[config.mk]
export PLATFORM = sky130hd
export DESIGN_NAME = literal_token_classifier
export DESIGN_NICKNAME = d
export VERILOG_FILES = /design/src/hw/rtl/ltc_pkg.sv /design/src/hw/rtl/literal_token_classifier.sv /design/src/hw/rtl/ltc_scan.sv
export SDC_FILE = /design/constraint.sdc
export NUM_CORES = 1
export LEC_CHECK = 0
export BUFFER_PORTS_ARGS = -buffer_cell sky130_fd_sc_hd__buf_2
export CORE_MARGIN = 2
export CORE_UTILIZATION = 45
export DETAILED_ROUTE_END_ITERATION = 6
export PLACE_DENSITY = 0.71
export SYNTH_ARGS = -nofsm -noshare
export SYNTH_HDL_FRONTEND = slang
export SYNTH_SLANG_ARGS = --single-unit
[constraint.sdc]
create_clock -name clk -period 1.4 [get_ports clk]
set_clock_uncertainty 0.05 [all_clocks]
set_input_delay 0.07 -clock clk [delete_from_list [all_inputs] [get_ports clk]]
set_output_delay 0.07 -clock clk [all_outputs]
set_load 0.01 [all_outputs]
[src/hw/rtl/ltc_pkg.sv]
// Shared constants and types for the literal token classifier.
package ltc_pkg;

    // Character codes
    localparam logic [7:0] CH_PLUS   = 8'h2B;
    localparam logic [7:0] CH_MINUS  = 8'h2D;
    localparam logic [7:0] CH_DOT    = 8'h2E;
    localparam logic [7:0] CH_QUOTE  = 8'h22;
    localparam logic [7:0] CH_BSLASH = 8'h5C;
    localparam logic [7:0] CH_ZERO   = 8'h30;
    localparam logic [7:0] CH_NINE   = 8'h39;

    // Number recogniser phases
    localparam int          PHASE_W  = 3;
    localparam logic [2:0]  PH_START = 3'd0;
    localparam logic [2:0]  PH_SIGN  = 3'd1;
    localparam logic [2:0]  PH_INT   = 3'd2;
    localparam logic [2:0]  PH_DOT   = 3'd3;
    localparam logic [2:0]  PH_FRAC  = 3'd4;
    localparam logic [2:0]  PH_REJ   = 3'd5;

    // Verdicts for one finished token
    typedef struct packed {
        logic number_ok;
        logic natural_ok;
        logic string_ok;
    } ltc_verdict_t;

endpackage

[src/hw/rtl/literal_token_classifier.sv]
// A result is registered in the result register after the last byte of a token has passed the input register.
// Throughput: one byte per cycle while byte_stall is low, also across token boundaries.
// The byte side stalls only when a finished result is still held by a stalled output
// and a second last byte is waiting in the input register.
// Reset (rst_n, asynchronous) empties both registers and clears the token state.
module literal_token_classifier
    import ltc_pkg::*;
(
    input  logic       clk,
    input  logic       rst_n,
    input  logic [7:0] char_byte,
    input  logic       is_last,
    input  logic       byte_valid,
    output logic       byte_stall,
    output logic       number_ok,
    output logic       natural_ok,
    output logic       string_ok,
    output logic       result_valid,
    input  logic       result_stall
);

    logic         s1_valid_reg;
    logic [7:0]   s1_byte_reg;
    logic         s1_last_reg;
    logic         out_valid_reg;
    ltc_verdict_t out_verdict_reg;
    ltc_verdict_t verdict;
    logic         out_free;
    logic         s1_move;
    logic         in_fire;

    // Pipeline advance
    assign out_free   = !out_valid_reg || !result_stall;
    assign s1_move    = s1_valid_reg && (!s1_last_reg || out_free);
    assign byte_stall = s1_valid_reg && !s1_move;
    assign in_fire    = byte_valid && !byte_stall;

    // Input register
    always_ff @(posedge clk or negedge rst_n)
    begin
        if (!rst_n)
            s1_valid_reg <= 1'b0;
        else if (in_fire)
            s1_valid_reg <= 1'b1;
        else if (s1_move)
            s1_valid_reg <= 1'b0;
    end

    always_ff @(posedge clk)
    begin
        if (in_fire)
        begin
            s1_byte_reg <= char_byte;
            s1_last_reg <= is_last;
        end
    end

    ltc_scan u_scan
    (
        .clk       (clk),
        .rst_n     (rst_n),
        .step      (s1_move),
        .char_byte (s1_byte_reg),
        .is_last   (s1_last_reg),
        .verdict   (verdict)
    );

    // Result register
    always_ff @(posedge clk or negedge rst_n)
    begin
        if (!rst_n)
            out_valid_reg <= 1'b0;
        else if (s1_move && s1_last_reg)
            out_valid_reg <= 1'b1;
        else if (!result_stall)
            out_valid_reg <= 1'b0;
    end

    always_ff @(posedge clk)
    begin
        if (s1_move && s1_last_reg)
            out_verdict_reg <= verdict;
    end

    assign result_valid = out_valid_reg;
    assign number_ok    = out_verdict_reg.number_ok;
    assign natural_ok   = out_verdict_reg.natural_ok;
    assign string_ok    = out_verdict_reg.string_ok;

    // Checks
    a_stall_only_when_full: assert property (@(posedge clk) disable iff (!rst_n)
        byte_stall |-> (s1_valid_reg && s1_last_reg && out_valid_reg))
        else $error("byte side stalled without a blocked last byte");

    a_natural_is_number: assert property (@(posedge clk) disable iff (!rst_n)
        out_valid_reg |-> (!out_verdict_reg.natural_ok || out_verdict_reg.number_ok))
        else $error("natural verdict without number verdict");

    a_result_from_last: assert property (@(posedge clk) disable iff (!rst_n)
        $rose(out_valid_reg) |-> $past(s1_move && s1_last_reg))
        else $error("result raised without a last byte");

    a_held_byte_kept: assert property (@(posedge clk) disable iff (!rst_n)
        (s1_valid_reg && !s1_move) |=> (s1_valid_reg && $stable(s1_byte_reg)))
        else $error("held byte lost from input register");

endmodule

[src/hw/rtl/ltc_scan.sv]
// Per-token scanning state and the verdict logic for one byte.
module ltc_scan
    import ltc_pkg::*;
(
    input  logic         clk,
    input  logic         rst_n,
    input  logic         step,
    input  logic [7:0]   char_byte,
    input  logic         is_last,
    output ltc_verdict_t verdict
);

    logic [PHASE_W-1:0] phase_reg, phase_next;
    logic               minus_reg, minus_next;
    logic               nonzero_reg, nonzero_next;
    logic               opened_reg, opened_next;
    logic               failed_reg, failed_next;
    logic               prev_bs_reg, prev_bs_next;
    logic               past_first_reg, past_first_next;
    logic               is_dig;
    logic               str_ok;

    // Number phase transition
    always_comb
    begin
        is_dig = char_byte inside {[CH_ZERO:CH_NINE]};
        case (phase_reg)
            PH_START:
            begin
                if (char_byte == CH_PLUS || char_byte == CH_MINUS)
                    phase_next = PH_SIGN;
                else
                    phase_next = is_dig ? PH_INT : PH_REJ;
            end
            PH_SIGN:
                phase_next = is_dig ? PH_INT : PH_REJ;
            PH_INT:
            begin
                if (is_dig)
                    phase_next = PH_INT;
                else
                    phase_next = (char_byte == CH_DOT) ? PH_DOT : PH_REJ;
            end
            PH_DOT, PH_FRAC:
                phase_next = is_dig ? PH_FRAC : PH_REJ;
            default:
                phase_next = PH_REJ;
        endcase
    end

    // Sign, digit and quote tracking
    always_comb
    begin
        minus_next   = minus_reg | (phase_reg == PH_START && char_byte == CH_MINUS);
        nonzero_next = nonzero_reg | (is_dig && char_byte != CH_ZERO);
        opened_next  = opened_reg;
        failed_next  = failed_reg;
        str_ok       = 1'b0;
        if (!past_first_reg)
            opened_next = (char_byte == CH_QUOTE);
        else if (is_last)
            str_ok = opened_reg && !failed_reg && char_byte == CH_QUOTE;
        else if (char_byte == CH_QUOTE && !prev_bs_reg)
            failed_next = 1'b1;
        prev_bs_next    = (char_byte == CH_BSLASH);
        past_first_next = 1'b1;
    end

    // Verdicts, valid when the last byte steps
    assign verdict.number_ok  = (phase_next == PH_INT) || (phase_next == PH_DOT) ||
                                (phase_next == PH_FRAC);
    assign verdict.natural_ok = (phase_next == PH_INT) && !minus_next && nonzero_next;
    assign verdict.string_ok  = str_ok;

    // State update; the last byte of a token clears everything
    always_ff @(posedge clk or negedge rst_n)
    begin
        if (!rst_n)
        begin
            phase_reg      <= PH_START;
            minus_reg      <= 1'b0;
            nonzero_reg    <= 1'b0;
            opened_reg     <= 1'b0;
            failed_reg     <= 1'b0;
            prev_bs_reg    <= 1'b0;
            past_first_reg <= 1'b0;
        end
        else if (step)
        begin
            if (is_last)
            begin
                phase_reg      <= PH_START;
                minus_reg      <= 1'b0;
                nonzero_reg    <= 1'b0;
                opened_reg     <= 1'b0;
                failed_reg     <= 1'b0;
                prev_bs_reg    <= 1'b0;
                past_first_reg <= 1'b0;
            end
            else
            begin
                phase_reg      <= phase_next;
                minus_reg      <= minus_next;
                nonzero_reg    <= nonzero_next;
                opened_reg     <= opened_next;
                failed_reg     <= failed_next;
                prev_bs_reg    <= prev_bs_next;
                past_first_reg <= past_first_next;
            end
        end
    end

endmodule
==> metrics.txt, run 1 <==
status=finished, violations left; failing checks=negative setup slack; CTS Buffer Depth=2; total grt overflow=0; fin. max-slew vios=0; Buf/Inv on CP=2; largest cells by area after synthesis=edfxtp_1, dfrtp_1, nand2_1; Max VDD drop=roughly 750 uV; vias in the first global route=between 800 and 900; clock buffer count from CTS=3; Area Overhead vs Synth=46.2%; GPL Wtd Cong=0.845; Rel. slew slack=between 70% and 80%; vias per cell=5.41; Core ar.=0.00221 mm^2; Tcrit/Tclk final=120%; final hold slack=between 80 and 90 ps; min Tclk post-route=1680 ps; nets@finish=between 150 and 200; initial core utilization=47.3%; Clk pin slew, worst setup/hold paths=around 120 ps; Post-synth ARST share=47.8%; count of port buffers added during placement=17; Final HPWL DP=1.53 mm; Final WS setup=-285 ps; R2R Setup Slk=-280 ps; critical path cell sequence=nor4b_4 -> buf_4 -> buf_6 -> nand4_1 -> a32oi_1 -> o311ai_1; multi-input logic area=444 um^2; post-synthesis sequential area ratio=60.8%; Layout fillers=163; DR vias=909; final wirelength=around 2.3 mm; final instance area=between 0.0015 and 0.002 mm^2; CP delay by family, top=simple AND/OR/NAND/NOR gates; std cell rows=17; crit path launch type=register; antenna cells=0; Worst R2R End=u_scan.phase_reg[2]; end of the critical path=u_scan.phase_reg[2]; post-synth top area share=34.4%; Clock Sinks=23; EDFF count, synth=12; Reg area=roughly 640 um^2; Post-Syn Nets=just over 100; worst slew pin tran=318 ps; Pre-antenna DRT Iters=4; Hold Fails Final Rpt=0; Setup Viol. Count Final=7; Total GRT Usage=17.9%; max FFs per register=8; Power Dens Cells=882 mW/mm^2; predominant post-synthesis flop cell=edfxtp_1; first-pass GRT wire length=between 3 and 4 mm; IO Count=18; RR Startpoint=s1_byte_reg[4]; crit-path max FO=4; WP data arrival=~1800 ps; post-route setup TNS=-1250 ps; Yosys cell types=33; Die Wd=about 52 um; RSZ-0062 raised after global routing=yes; Post-Syn Area=between 0.001 and 0.0015 mm^2; antenna viol nets, final=0; Ys Warns=0; initial antenna violation count=0; H-tree levels=1; worst path required time=1550 ps; DR WL/cell=13.8 um; Root Buffer=clkbuf_4; share of cells above drive strength 1=around 36%; max incr delay on CP=between 400 and 500 ps; Fmax=0.593 GHz; CTS tree=yes; Yosys top cell by area=edfxtp_1; slowest cell on the critical path=edfxtp_1; commonest non-fill, non-tap cells in the layout=buf_2, buf_4, dlygate4sd3_1, edfxtp_1, dfrtp_1; cell count after synthesis=88; Die Area=0.00273 mm^2; R2R cell count=6; Leak Pwr=0.644 nW; CP Capture Type=register; flops & latches, synth=23; residual DRC count=0; Tot Pwr=0.00135 W; Die H=52.2 um; initial drt markers=17; Post-DP Area=0.00128 mm^2; syn_area_per_cell=11.9 um^2; maxcap violations=0; largest net degree at the start of global routing=14; Hold Crit Class=primary input to async pin; Setup CP Type=register to register; Clock Latency Late Sink=310 ps; Worst path depth=6; Worst Setup SP=s1_byte_reg[4]
power breakdown:
part           leakage (nW)  switching (W)  internal (W)
Combinational         0.368       0.000125      0.000130
Clock                0.0177       0.000194      0.000107
Sequential            0.259      0.0000341      0.000759
area by class of cell:
cell class / count / area share [%]
Clock inverter: 1 / 0.327
Sequential cell: 23 / 41.6
Multi-Input combinational cell: 61 / 29.1
Tap cell: 28 / 2.29
Inverter: 3 / 0.736
Timing Repair Buffer: 49 / 24.5
Clock buffer: 3 / 1.47
cells by family after synthesis:
family                    after synthesis  share of synthesized area [%]
buffers and inverters                   4                           1.55
xor gates and xnor gates                1                          0.837
and+or+nand+nor                        39                           21.5
DFF                                    23                           60.8
AOI/OAI and AO/OA                      21                           15.3
cell usage after synthesis (2+ instances only):
master / count
nor2b_1: 3
a31o_1: 2
nand3_1: 4
nand4_1: 3
a21oi_1: 3
o31ai_1: 2
nand2b_1: 3
dfrtp_1: 11
inv_1: 3
nor3_1: 5
nand2_1: 10
nor2_1: 4
edfxtp_1: 12
and2_1: 2
o21ai_0: 3
worst min path at each step:
stage                     startpoint            endpoint  slack [ps]
after floorplan                rst_n        result_valid        -280
after global placement         rst_n        result_valid        -100
after detailed placement       rst_n   u_scan.opened_reg        -100
after CTS                      rst_n   u_scan.opened_reg          90
after global routing           rst_n   u_scan.opened_reg         100
final                          rst_n  u_scan.prev_bs_reg          80
stage by stage:
stage	setup slack, ps	cells	util [%]
finish	-285	168	69.1
global route	-323	168	69.1
CTS	-217	163	65.3
detailed placement	-190	146	57.8
global placement	-133	146	57.8
floorplan	-98.3	88	-
metal layers:
layer  up-vias  share of wire [%]  track usage, %
met5         -                  0               0
met4         0                2.0            11.5
met3         6                4.0            3.14
met2        28                 51            31.0
met1       435                 43            20.3
li1        440                  -               -
worst reg2reg max path, delay by kind of cell, from the launching register on:
kind	cells	cell delay [ps]
and+or+nand+nor	2	470
buffers and inverters	2	260
AOI/OAI and AO/OA	2	340
DFF	1	440
what timing repair did:
| action | in CTS | in global routing |
|---|---|---|
| endpoints found under the hold margin | 22 | 0 |
| pin swaps | 2 | 6 |
| cloned | 0 | 0 |
| resized for setup | 2 | 10 |
| endpoints found under the setup margin | 7 | 18 |
| setup buffers | 1 | 5 |
| hold buffers | 12 | 0 |
Note: power is estimated with default switching activity, not from simulation.
==> run 2, diff against run 1 <==
- CORE_ASPECT_RATIO: not set -> 0.75
==> metrics.txt, run 2 (synthesized netlist as in run 1, its figures left out) <==
std cell rows=15 (-2); Final HPWL DP=1.52 mm (-1.0%); WP data arrival=1720 ps (-110 ps); Clk pin slew, worst setup/hold paths=130 ps (about the same); initial antenna violation count=0 (unchanged); CTS Buffer Depth=2 (unchanged); Setup CP Type=register to register; Final WS setup=-241 ps (+44.2 ps); Hold Fails Final Rpt=0 (unchanged); commonest non-fill, non-tap cells in the layout=buf_2, buf_4, dlygate4sd3_1, edfxtp_1, dfrtp_1; Setup Viol. Count Final=7 (unchanged); maxcap violations=0 (unchanged); Root Buffer=clkbuf_4; Clock Latency Late Sink=310 ps (about the same); Clock Sinks=23 (unchanged); Die Area=0.00273 mm^2 (+0.16%); dpl ws=-187 ps (+2.75 ps); Die Wd=59.7 um (+14%); antenna viol nets, final=0 (unchanged); clock buffer count from CTS=3 (unchanged); Layout fillers=177 (+8.6%); min Tclk post-route=1640 ps (-44.2 ps); final wirelength=2.08 mm (-10%); count of port buffers added during placement=17 (unchanged); Leak Pwr=0.613 nW (-4.8%); Rel. slew slack=80.0% (+1.3 points); IO Count=18 (unchanged); Max VDD drop=646 uV (-13%); GPL Wtd Cong=0.903 (+6.9%); crit path launch type=register; residual DRC count=0 (unchanged); worst slew pin tran=299 ps (-19.0 ps); worst path required time=1480 ps (-70 ps); crit-path max FO=3 (-1); R2R cell count=4 (-2); nets@finish=150 (-2.6%); H-tree levels=1 (unchanged); Power Dens Cells=921 mW/mm^2 (+4.4%); initial drt markers=18 (+1); max FFs per register=8 (unchanged); failing checks=negative setup slack; Tcrit/Tclk final=117% (-3.2 points); total grt overflow=0 (unchanged); first-pass GRT wire length=3.43 mm (-2.0%); Core ar.=0.00225 mm^2 (+1.8%); Hold Crit Class=primary input to async pin; antenna cells=0 (unchanged); Die H=45.8 um (-12%); status=finished, violations left; initial core utilization=46.4% (-0.84 points); RSZ-0062 raised after global routing=yes; Fmax=0.609 GHz (+2.7%); multi-input logic area=413 um^2 (-7.0%); vias per cell=5.36 (-0.93%); share of cells above drive strength 1=35.3% (-0.42 points); vias in the first global route=812 (-3.2%); DR vias=863 (-5.1%); Reg area=637 um^2 (+0.20%); post-layout util=64.4% (-4.7 points); fin. max-slew vios=0 (unchanged); largest net degree at the start of global routing=14 (unchanged); Total GRT Usage=17.4% (-0.58 points); Pre-antenna DRT Iters=4 (unchanged); CTS tree=yes; CP Capture Type=register; final hold slack=89.4 ps (+9.35 ps); Area Overhead vs Synth=38.8%; DR WL/cell=12.9 um (-6.6%)
==> run 2: cell count changes in the layout (fill, tap and decap cells not counted), sizes merged <==
cell	delta
buf	-4
==> run 2: where the power goes <==
group	switching, W	internal [W]	total (W)
Clock	0.000201	0.000107	0.000308
Combinational	0.000118	0.000122	0.000240
Sequential	0.0000300	0.000760	0.000790
==> run 2: metrics by stage <==
step                power, W  area, um^2  instances  TNS (ps)
finish               0.00134        1450        161      -941
global route         0.00142        1450        161     -1520
CTS                  0.00134        1430        160      -793
detailed placement   0.00101        1270        144      -695
global placement     0.00101        1270        144      -369
floorplan           0.000906        1050         88      -104
==> run 2: timing repair <==
action | in CTS | in global routing
buffers inserted | 0 | 1
hold buffers | 12 | 0
hold endpoints to repair | 22 | 0
pin swaps | 8 | 3
gates resized for setup | 2 | 6
endpoints found under the setup margin | 7 | 19
==> run 2: final cells by class <==
type,instances,area share [%]
Sequential cell,23,43.9
Multi-Input combinational cell,61,28.4
Timing Repair Buffer,45,22.8
Tap cell,25,2.16
Clock buffer,3,1.55
Inverter,3,0.776
Clock inverter,1,0.345
==> run 2: worst paths after layout <==
path / start / end / slack [ps]
max in group asynchronous: rst_n / s1_valid_reg / 990
min: rst_n / u_scan.minus_reg / 90
max reg2reg: s1_byte_reg[4] / number_ok / -240
min reg2reg: u_scan.past_first_reg / u_scan.opened_reg / 460
min in group clk: char_byte[6] / s1_byte_reg[6] / 400
max: s1_byte_reg[4] / number_ok / -240
==> run 2: per-layer routing <==
metal	track usage, %	vias up	wire length [um]
li1	-	433	-
met1	21.3	400	963
met2	29.8	28	989
met3	5.97	2	111
met4	4.00	0	13
met5	0	-	0
==> run 2: worst max-delay path: stages, from the launching register on <==
cell      delay, ps
edfxtp_1        440
nor4b_4         380
nand2_2         100
o31a_1          260
o41ai_2         230
==> run 3, diff against run 2 <==
- ABC_AREA: not set -> 0
- CORE_ASPECT_RATIO: 0.75 -> not set
- PLACE_DENSITY: 0.71 -> 0.68
- clock period: 1.4 -> 1.7 ns (I/O delays scaled with it)
==> metrics.txt, run 3 (synthesized netlist as in run 1, its figures left out) <==
status=finished clean; critical path cell sequence=nor4b_4 -> nand2_2 -> o31a_1 -> o41ai_2; slowest cell on the critical path=edfxtp_1; Setup CP Type=register to register; Die Wd=52.2 um (-13%); DR vias=816 (-5.4%); post-route setup TNS=0 ps (+941 ps); Die H=52.2 um (+14%); final wirelength=2.09 mm (+0.63%); Root Buffer=clkbuf_4; H-tree levels=1 (unchanged); residual DRC count=0 (unchanged); IO Count=18 (unchanged); Core ar.=0.00221 mm^2 (-1.8%); largest net degree at the start of global routing=13 (-1); CTS tree=yes; worst slew pin tran=397 ps (+98.3 ps); GPL Wtd Cong=0.900 (-0.40%); nets@finish=138 (-8.0%); CP Capture Type=register; RSZ-0062 raised after global routing=no; total grt overflow=0 (unchanged); worst path required time=1760 ps (+280 ps); maxcap violations=0 (unchanged); dpl ws=141 ps (+328 ps); Setup Viol. Count Final=0 (-7); Cells after DPL=136 (-5.6%); WP data arrival=1670 ps (-50 ps); fin. max-slew vios=0 (unchanged); DR WL/cell=13.8 um (+6.6%); Non-Filler Instances=152 (-5.6%); clock buffer count from CTS=3 (unchanged); post-cts sizing count=0 (-2); Clk pin slew, worst setup/hold paths=120 ps (about the same); M1 GR Usage=21.1% (-0.22 points); hold_buf cts=12 (unchanged); Final HPWL DP=1.48 mm (-2.1%); Max VDD drop=534 uV (-17%); min Tclk post-route=1610 ps (-35.7 ps); antenna cells=0 (unchanged); vias in the first global route=840 (+3.4%); crit path launch type=register; Area Overhead vs Synth=27.9%; Fmax=0.623 GHz (+2.2%); Rel. slew slack=73.3% (-6.7 points); Final WS setup=95.0 ps (+336 ps); initial drt markers=11 (-7); Hold Crit Class=primary input to async pin; commonest non-fill, non-tap cell in the layout=buf_2; Power Dens Cells=789 mW/mm^2 (-14%); Clock Sinks=23 (unchanged); crit-path max FO=4 (+1); max incr delay on CP=480 ps (+40 ps); GR peak layer=met2; CTS Buffer Depth=2 (unchanged); antenna viol nets, final=0 (unchanged); initial core utilization=47.3% (+0.84 points); Total GRT Usage=17.7% (+0.29 points); Tcrit/Tclk final=94.4% (-23 points); share of cells above drive strength 1=22.6% (-13 points); std cell rows=17 (+2); first-pass GRT wire length=3.53 mm (+3.0%); post-CTS setup repair buffer count=0 (unchanged); count of port buffers added during placement=17 (unchanged); Clock Latency Late Sink=300 ps (about the same); global routing met3 resource utilization=4.00% (-2.0 points); commonest non-fill, non-tap cells in the layout=buf_2, dlygate4sd3_1, edfxtp_1; Hold Fails Final Rpt=0 (unchanged); Die Area=0.00273 mm^2 (-0.16%); Leak Pwr=0.551 nW (-10%); Layout fillers=200 (+13%); M2 GR Usage=31.2% (+1.4 points); initial antenna violation count=0 (unchanged); Pre-antenna DRT Iters=4 (unchanged); vias per cell=5.37 (+0.15%); max FFs per register=8 (unchanged)
run 3: cell types whose count changed in the layout (fill, tap and decap cells not counted), sizes merged:
| cell | delta |
|---|---|
| buf | -12 |
| clkbuf | +1 |
| clkinv | -1 |
run 3: layout make-up:
type / count / area (um^2) / share of cell area (%)
sequential: 23 / 636 / 47.5
clock buffer: 4 / 26.3 / 1.96
inverter: 3 / 11.3 / 0.842
tap: 28 / 35.0 / 2.62
timing repair buffer: 33 / 235 / 17.6
multi-input combinational: 61 / 394 / 29.5
run 3: metrics by stage:
stage | instance area, um^2 | hold WS, ps | total power (W) | utilization [%]
finish | 1340 | 121 | 0.00106 | 60.5
global placement | 1190 | -78.1 | 0.000797 | 53.8
floorplan | 1050 | -261 | 0.000746 | -
global route | 1340 | 125 | 0.00111 | 60.5
CTS | 1340 | 123 | 0.00106 | 60.5
detailed placement | 1190 | -77.8 | 0.000801 | 53.8
run 3: power by group:
part | switching (W) | internal, W | total, W
clock | 0.000150 | 0.0000913 | 0.000241
combinational | 0.0000698 | 0.0000731 | 0.000143
sequential | 0.0000457 | 0.000626 | 0.000671
run 3: final timing paths:
check	slack, ps	cells past startpoint	endpoint	startpoint
worst max-delay path	90	4	number_ok	s1_byte_reg[6]
worst min-delay path	120	2	u_scan.failed_reg	rst_n
worst max register to register	90	4	number_ok	s1_byte_reg[6]
worst min register to register	460	2	u_scan.prev_bs_reg	u_scan.prev_bs_reg
max in group asynchronous	1270	2	u_scan.minus_reg	rst_n
min in group clk	430	2	s1_byte_reg[7]	char_byte[7]
run 3: metal layers:
layer	share of wire, %	wire, um
met1	44	922
met2	52	1080
met5	0	0
met3	3.4	72
met4	0.67	14
run 3: worst max-delay path, delay by kind of cell, from the launching register on:
family	cells	cell delay, ps
AO/OA/AOI/OAI	2	470
flip-flops	1	480
AND/OR/NAND/NOR	2	430
